**src/hw/rtl/mfcp_pkg.sv**
```systemverilog
// ----------------------------------------------------------------------------
// mfcp_pkg
// Types and constants shared by the MIDI file chunk parser and its checker.
// ----------------------------------------------------------------------------
package mfcp_pkg;

    localparam logic [31:0] TAG_HEADER = 32'h4D54_6864;   // "MThd"
    localparam logic [31:0] TAG_TRACK  = 32'h4D54_726B;   // "MTrk"
    localparam int unsigned SMPTE_BIT  = 15;
    localparam logic [2:0]  HEADER_LEN = 3'd6;
    localparam logic [15:0] TRACK_MAX  = 16'hFFFF;

    typedef enum logic [3:0] {
        PH_ID   = 4'b0001,
        PH_LEN  = 4'b0010,
        PH_BODY = 4'b0100,
        PH_HALT = 4'b1000
    } t_phase;

    typedef enum logic [1:0] {
        KIND_OTHER  = 2'd0,
        KIND_HEADER = 2'd1,
        KIND_TRACK  = 2'd2
    } t_kind;

    typedef enum logic [3:0] {
        ERR_NONE      = 4'd0,
        ERR_TRUNC     = 4'd1,
        ERR_DUP_HDR   = 4'd2,
        ERR_SHORT_HDR = 4'd3,
        ERR_ZERO_DIV  = 4'd4,
        ERR_SMPTE     = 4'd5,
        ERR_BAD_LEN   = 4'd6,
        ERR_NO_HDR    = 4'd7,
        ERR_NO_TRACK  = 4'd8
    } t_err;

    typedef struct packed {
        logic [7:0] data_byte;
        logic       last_byte;
    } t_in;

    typedef struct packed {
        logic [7:0]  track_byte;
        logic        track_byte_valid;
        logic [15:0] track_index;
        logic        chunk_end;
        logic        header_valid;
        logic [15:0] file_format;
        logic [15:0] declared_tracks;
        logic [14:0] ticks_division;
        logic        done_res;
        logic [3:0]  error_code;
    } t_out;

endpackage

```
**src/hw/rtl/midi_file_chunk_parser.sv**
```systemverilog
// ----------------------------------------------------------------------------
// midi_file_chunk_parser
// Splits a Standard MIDI File byte stream into chunks, captures the header,
// passes track payload bytes out and reports the first error.
// ----------------------------------------------------------------------------
// One file byte is taken per cycle unless stalled, giving exactly one result,
// which shows in the output register on the following cycle; a new byte can
// be taken in the same cycle that the previous result is transferred, so the
// sustained rate is one byte per clock. The parser state is updated from the
// input byte in one pass of logic ahead of the result register, and input
// ready drops only while that register holds a result the sink has not
// taken. Errors are sticky until reset; after the last byte all further bytes
// give idle results. Track bytes already delivered are not withdrawn when the
// file later proves truncated, so a nonzero error_code voids the tracks.
module midi_file_chunk_parser
    import mfcp_pkg::*;
(
    input  logic i_clk,
    input  logic i_rst_n,
    input  logic i_in_valid,
    output logic o_in_ready,
    input  t_in  i_in_data,
    output logic o_out_valid,
    input  logic i_out_ready,
    output t_out o_out_data
);

    t_phase      r_phase, n_phase;
    logic [1:0]  r_fbc, n_fbc;
    t_kind       r_kind, n_kind;
    logic [30:0] r_rem, n_rem;
    logic [2:0]  r_hbs, n_hbs;
    logic        r_hseen, n_hseen;
    logic [15:0] r_fmt, n_fmt;
    logic [15:0] r_cnt, n_cnt;
    logic [15:0] r_div, n_div;
    logic [15:0] r_total, n_total;
    t_err        r_err, n_err;
    logic [31:0] r_id, n_id;

    logic        r_out_valid;
    t_out        r_out, n_out;

    logic        in_xfer;
    logic        do_close;
    logic [7:0]  b;
    logic [31:0] shifted;

    assign o_in_ready  = !r_out_valid || i_out_ready;
    assign in_xfer     = i_in_valid && o_in_ready;
    assign o_out_valid = r_out_valid;
    assign o_out_data  = r_out;

    assign b       = i_in_data.data_byte;
    assign shifted = {r_id[23:0], b};

    always_comb begin
        n_phase  = r_phase;
        n_fbc    = r_fbc;
        n_kind   = r_kind;
        n_rem    = r_rem;
        n_hbs    = r_hbs;
        n_hseen  = r_hseen;
        n_fmt    = r_fmt;
        n_cnt    = r_cnt;
        n_div    = r_div;
        n_total  = r_total;
        n_err    = r_err;
        n_id     = r_id;
        do_close = 1'b0;
        n_out    = '0;
        n_out.track_index = r_total;

        if (r_err == ERR_NONE && r_phase != PH_HALT) begin
            unique case (r_phase)
                PH_ID: begin
                    n_id  = shifted;
                    n_fbc = r_fbc + 2'd1;
                    if (r_fbc == 2'd3) begin
                        if (shifted == TAG_HEADER) begin
                            n_kind = KIND_HEADER;
                        end else if (shifted == TAG_TRACK) begin
                            n_kind = KIND_TRACK;
                        end else begin
                            n_kind = KIND_OTHER;
                        end
                        n_id    = '0;
                        n_phase = PH_LEN;
                    end
                end
                PH_LEN: begin
                    n_id  = shifted;
                    n_fbc = r_fbc + 2'd1;
                    if (r_fbc == 2'd3) begin
                        if (shifted[31]) begin
                            n_err = ERR_BAD_LEN;
                        end else begin
                            n_rem = shifted[30:0];
                            n_hbs = '0;
                            if (shifted[30:0] == '0) begin
                                do_close = 1'b1;
                            end else begin
                                n_phase = PH_BODY;
                            end
                        end
                    end
                end
                PH_BODY: begin
                    if (r_kind == KIND_HEADER) begin
                        if (r_hbs < HEADER_LEN) begin
                            if (!r_hseen) begin
                                unique case (r_hbs)
                                    3'd0:    n_fmt[15:8] = b;
                                    3'd1:    n_fmt[7:0]  = b;
                                    3'd2:    n_cnt[15:8] = b;
                                    3'd3:    n_cnt[7:0]  = b;
                                    3'd4:    n_div[15:8] = b;
                                    default: n_div[7:0]  = b;
                                endcase
                            end
                            n_hbs = r_hbs + 3'd1;
                        end
                    end else if (r_kind == KIND_TRACK) begin
                        n_out.track_byte       = b;
                        n_out.track_byte_valid = 1'b1;
                    end
                    if (r_rem != '0) begin
                        n_rem = r_rem - 31'd1;
                    end
                    do_close = (r_rem <= 31'd1);
                end
                default: begin
                end
            endcase

            if (do_close) begin
                n_phase = PH_ID;
                n_fbc   = '0;
                n_id    = '0;
                if (r_kind == KIND_HEADER) begin
                    if (r_hseen) begin
                        n_err = ERR_DUP_HDR;
                    end else if (n_hbs < HEADER_LEN) begin
                        n_err = ERR_SHORT_HDR;
                    end else if (n_div == '0) begin
                        n_err = ERR_ZERO_DIV;
                    end else if (n_div[SMPTE_BIT]) begin
                        n_err = ERR_SMPTE;
                    end else begin
                        n_hseen = 1'b1;
                    end
                end else if (r_kind == KIND_TRACK) begin
                    n_out.chunk_end = 1'b1;
                    if (r_total != TRACK_MAX) begin
                        n_total = r_total + 16'd1;
                    end
                end
            end

            if (i_in_data.last_byte) begin
                if (n_err == ERR_NONE) begin
                    if (n_phase != PH_ID || n_fbc != '0) begin
                        n_err = ERR_TRUNC;
                    end else if (!n_hseen) begin
                        n_err = ERR_NO_HDR;
                    end else if (n_total == '0) begin
                        n_err = ERR_NO_TRACK;
                    end else begin
                        n_out.done_res = 1'b1;
                    end
                end
                n_phase = PH_HALT;
            end
        end

        n_out.header_valid    = n_hseen;
        n_out.file_format     = n_fmt;
        n_out.declared_tracks = n_cnt;
        n_out.ticks_division  = n_div[14:0];
        n_out.error_code      = n_err;
    end

    always_ff @(posedge i_clk) begin
        if (!i_rst_n) begin
            r_phase     <= PH_ID;
            r_fbc       <= '0;
            r_kind      <= KIND_OTHER;
            r_rem       <= '0;
            r_hbs       <= '0;
            r_hseen     <= 1'b0;
            r_fmt       <= '0;
            r_cnt       <= '0;
            r_div       <= '0;
            r_total     <= '0;
            r_err       <= ERR_NONE;
            r_id        <= '0;
            r_out_valid <= 1'b0;
        end else begin
            if (in_xfer) begin
                r_phase     <= n_phase;
                r_fbc       <= n_fbc;
                r_kind      <= n_kind;
                r_rem       <= n_rem;
                r_hbs       <= n_hbs;
                r_hseen     <= n_hseen;
                r_fmt       <= n_fmt;
                r_cnt       <= n_cnt;
                r_div       <= n_div;
                r_total     <= n_total;
                r_err       <= n_err;
                r_id        <= n_id;
                r_out_valid <= 1'b1;
            end else if (i_out_ready) begin
                r_out_valid <= 1'b0;
            end
        end
    end

    always_ff @(posedge i_clk) begin
        if (in_xfer) begin
            r_out <= n_out;
        end
    end

endmodule

```
**config.mk**
```make
export PLATFORM = sky130hd
export DESIGN_NAME = midi_file_chunk_parser
export DESIGN_NICKNAME = d
export VERILOG_FILES = /design/src/hw/rtl/mfcp_pkg.sv /design/src/hw/rtl/midi_file_chunk_parser.sv
export SDC_FILE = /design/constraint.sdc
export NUM_CORES = 1
export LEC_CHECK = 0
export ABC_AREA = 1
export BUFFER_PORTS_ARGS = -buffer_cell sky130_fd_sc_hd__buf_4
export CAP_MARGIN = 15
export CORE_ASPECT_RATIO = 0.7
export CORE_MARGIN = 4
export CORE_UTILIZATION = 50
export CTS_BUF_LIST = sky130_fd_sc_hd__clkbuf_16
export CTS_CLUSTER_SIZE = 12
export DETAILED_ROUTE_END_ITERATION = 12
export GPL_ROUTABILITY_DRIVEN = 0
export GPL_TIMING_DRIVEN = 0
export HOLD_SLACK_MARGIN = 0.02
export MAX_ROUTING_LAYER = met4
export PLACE_DENSITY = 0.71
export SLEW_MARGIN = 10
export SYNTH_ARGS = -nofsm -noshare
export SYNTH_HDL_FRONTEND = slang
export SYNTH_SLANG_ARGS = --single-unit
```
**constraint.sdc**
```tcl
create_clock -name i_clk -period 3.85 [get_ports i_clk]
set_clock_uncertainty 0.1 [all_clocks]
set_input_delay 0.1925 -clock i_clk [delete_from_list [all_inputs] [get_ports i_clk]]
set_output_delay 0.1925 -clock i_clk [all_outputs]
set_load 0.01 [all_outputs]
```
==> reports/metrics.yaml <==
run_status: "complete, no violations"
fin_crit_sh_pct: 87.5
reg2reg_from: "r_err[3]"
end_kind: "register"
gr-usage-all-layers_pct: 26.2
netlist_area_um2: 10900
root_buffer: "clkbuf_16"
synthCells: 1438
clockBufferDepth: 3
die_area_um2: 24200
min_period_ns: 3.37
antenna_found_initial: 0
nets: 1586
coreArea_um2: 21000
critPathLaunchType: "register"
numCtsBuffers: 23
register_area_um2: 5090
ir_drop_mv: 0.402
num_vias: 10500
max_stage_delay_ns: 0.39
dp_slack_ns: 0.605
worstReg2RegEnd: "r_rem[16]"
cp_slowest_cell: "nor2_2"
syn_to_final_growth_pct: 17.1
synthFlopType: "dfxtp_1"
grt_pass1_wl_um: 50400
grt_pass1_vias: 9427
rows: 44
whs_ns: 0.108
slew_headroom_pct: 41.9
rsz0062_at_grt: "false"
fmax_ghz: 0.297
synth_edf_count: 79
clkLatencyLatePin_ns: 0.53
antenna_cells: 0
worst_pin_slew_ns: 0.868
hold_path.class: "in2reg"
initial_utilization_pct: 51.7
multi_input_comb_area_um2: 4760
ant_nets: 0
worstPathBufferInverterCount: 3
drc_errors: 0
path_class: "reg2reg"
arrival_ns: 3.65
drv_cap: 0
drt_iter0_drc: 1454
drt-total-wl_um: 31900
via_per_inst: 5.63
cts_tree: "yes"
worst_path_most_repeated_cell: "nand2_1"
hold_end: "r_fbc[0]"
synth.distinct_cells: 47
post-cts-setup-buffer-count: 0
hold_viol: 0
ys_warn_count: 0
fin_setup_tns_ns: 0
syn_avg_cell_area_um2: 7.57
clock-sinks: 215
ys_ff_latch: 215
whs_path_depth: 3
wire_per_inst_um: 17.2
hold_start: "i_rst_n"
setup_viol: 0
clkSlewWorstSetupHoldPaths_ns: 0.06
r2r_cells: 11
power_mw: 6.35
critical_path_required_ns: 4.13
dp_hpwl_um: 22700
die_h_um: 131
r2r_slack_ns: 0.48
fin_util_pct: 60.6
grt_overflow: 0
final_layout_size_suffix_gt1_share_pct: 11.0
synth_nets: 1460
crit_family: "simple AND/OR/NAND/NOR gates"
pwr_density_cell_nw_per_um2: 498
path_depth: 11
finalWorstSetupSlack_ns: 0.480
fillers: 1893
critPathMaxFanout: 10
p_leak_nw: 5.76
dieWidth_um: 184
io_pins: 94
port_buffers: 91
grt_max_degree: 56
htreeDepth: 1
ys_async_sr_fraction_pct: 0
maxSlewViolCount: 0
seq_area_frac_synth_pct: 46.8
path_cells: "nor4_1, nand2_1, nor2_2, inv_1, a21oi_1, nand2_1, inv_2, buf_2, o21ai_0, nand2_1, a21oi_1"
dr.pass1.iters: 5
==> worst min-delay path: cells and delay by family <==
family	cells	cell delay (ns)
compound gates	2	0.21
buf+inv	1	0.27
==> cells in the final DEF (no fill, tap or decap), types with 3 or more instances in the layout <==
cell type and instances:
nand2_1 275, inv_1 196, o21ai_0 156, nor2_1 141
dfxtp_1 136, a21oi_1 122, buf_4 93, edfxtp_1 79
nand3_1 63, clkbuf_1 48, o21ai_1 31, a31oi_1 25
a211oi_1 23, clkbuf_16 23, nor3_1 21, xor2_1 20
inv_2 17, nand4_1 10, ha_1 9, dlygate4sd3_1 9
nor4_1 7, buf_2 7, clkinv_1 7, o211ai_1 6
a221oi_1 5, nand3_2 4, nor3_2 4, nand2_4 4
nor2_2 3, nand2_2 3, or2_1 3, buf_1 3
xnor2_1 3
==> synthesized netlist by cell type (4+ instances only) <==
master | instances | area (µm²)
o21ai_1 | 31 | 155
nor2_1 | 141 | 529
nor3_2 | 4 | 40.0
a21oi_1 | 122 | 611
nor4_1 | 7 | 43.8
nor3_1 | 21 | 105
o211ai_1 | 6 | 45.0
o21ai_0 | 156 | 781
nand2_4 | 4 | 45.0
ha_1 | 9 | 113
nand2_1 | 275 | 1030
nand4_1 | 10 | 62.6
clkbuf_1 | 49 | 184
inv_2 | 16 | 60.1
edfxtp_1 | 79 | 2370
nand3_2 | 4 | 40.0
inv_1 | 187 | 702
dfxtp_1 | 136 | 2720
a221oi_1 | 5 | 43.8
a211oi_1 | 23 | 173
buf_2 | 7 | 35.0
xor2_1 | 20 | 175
a31oi_1 | 25 | 156
nand3_1 | 63 | 315
==> cells by family (layout without fill, tap and decap cells) <==
logic type | after synthesis | in the layout | share of synthesized area, %
buffers and inverters | 266 | 409 | 9.40
AND/OR/NAND/NOR | 548 | 548 | 22.1
adder cells (fa/ha/maj) | 9 | 9 | 1.04
XOR/XNOR | 23 | 23 | 1.85
multiplexers | 1 | 1 | 0.104
flip-flops | 215 | 215 | 46.8
AO/OA/AOI/OAI | 376 | 376 | 18.6
==> routing by layer <==
layer | vias to the layer above | track usage [%] | part of all wire, %
li1 | 5029 | - | -
met1 | 4801 | 40.0 | 46
met2 | 551 | 35.5 | 40
met3 | 70 | 5.06 | 11
met4 | 0 | 6.94 | 2.5
met5 | - | - | 0
==> state kept, by name (all words and copies together), names as in the netlist, 3 cells and up <==
register / cells
r_hbs: 3
r_rem: 31
r_div: 16
r_err: 4
r_fmt: 16
r_phase: 4
r_cnt: 16
r_id: 24
o_out_data: 79
r_total: 16
==> repair_timing <==
action | 4_1_cts | 5_1_grt
gates resized for setup | 0 | 0
endpoints found under the hold margin | 17 | 0
hold buffers | 9 | 0
==> final cells by class <==
class | instances | share of cell area, %
Buffer | 62 | 2.04
Clock buffer | 23 | 4.52
Clock inverter | 19 | 1.10
Inverter | 204 | 6.01
Multi-Input combinational cell | 957 | 37.4
Sequential cell | 215 | 40.0
Tap cell | 276 | 2.71
Timing Repair Buffer | 101 | 6.28
==> per-stage QoR <==
step	area, µm²	std cells
after global routing	12700	1857
after CTS	12700	1857
after global placement	11900	1805
after detailed placement	11900	1806
after floorplan	10900	1438
final	12700	1857
==> report_power, final <==
group / total (mW) / switching, mW / internal [mW]
clock: 2.14 / 0.917 / 1.22
sequential: 2.83 / 0.179 / 2.65
combinational: 1.38 / 0.916 / 0.462
==> worst max-delay path by stage <==
stage	end	from	slack, ns
floorplan	o_out_data[0]	o_out_valid	0.10
global placement	r_fmt[5]	o_out_valid	-0.98
detailed placement	r_rem[16]	r_err[3]	0.61
CTS	r_rem[16]	r_err[3]	0.59
global route	r_rem[16]	r_err[3]	0.35
finish	r_rem[16]	r_err[3]	0.48
(Power assumes the default switching activity.)
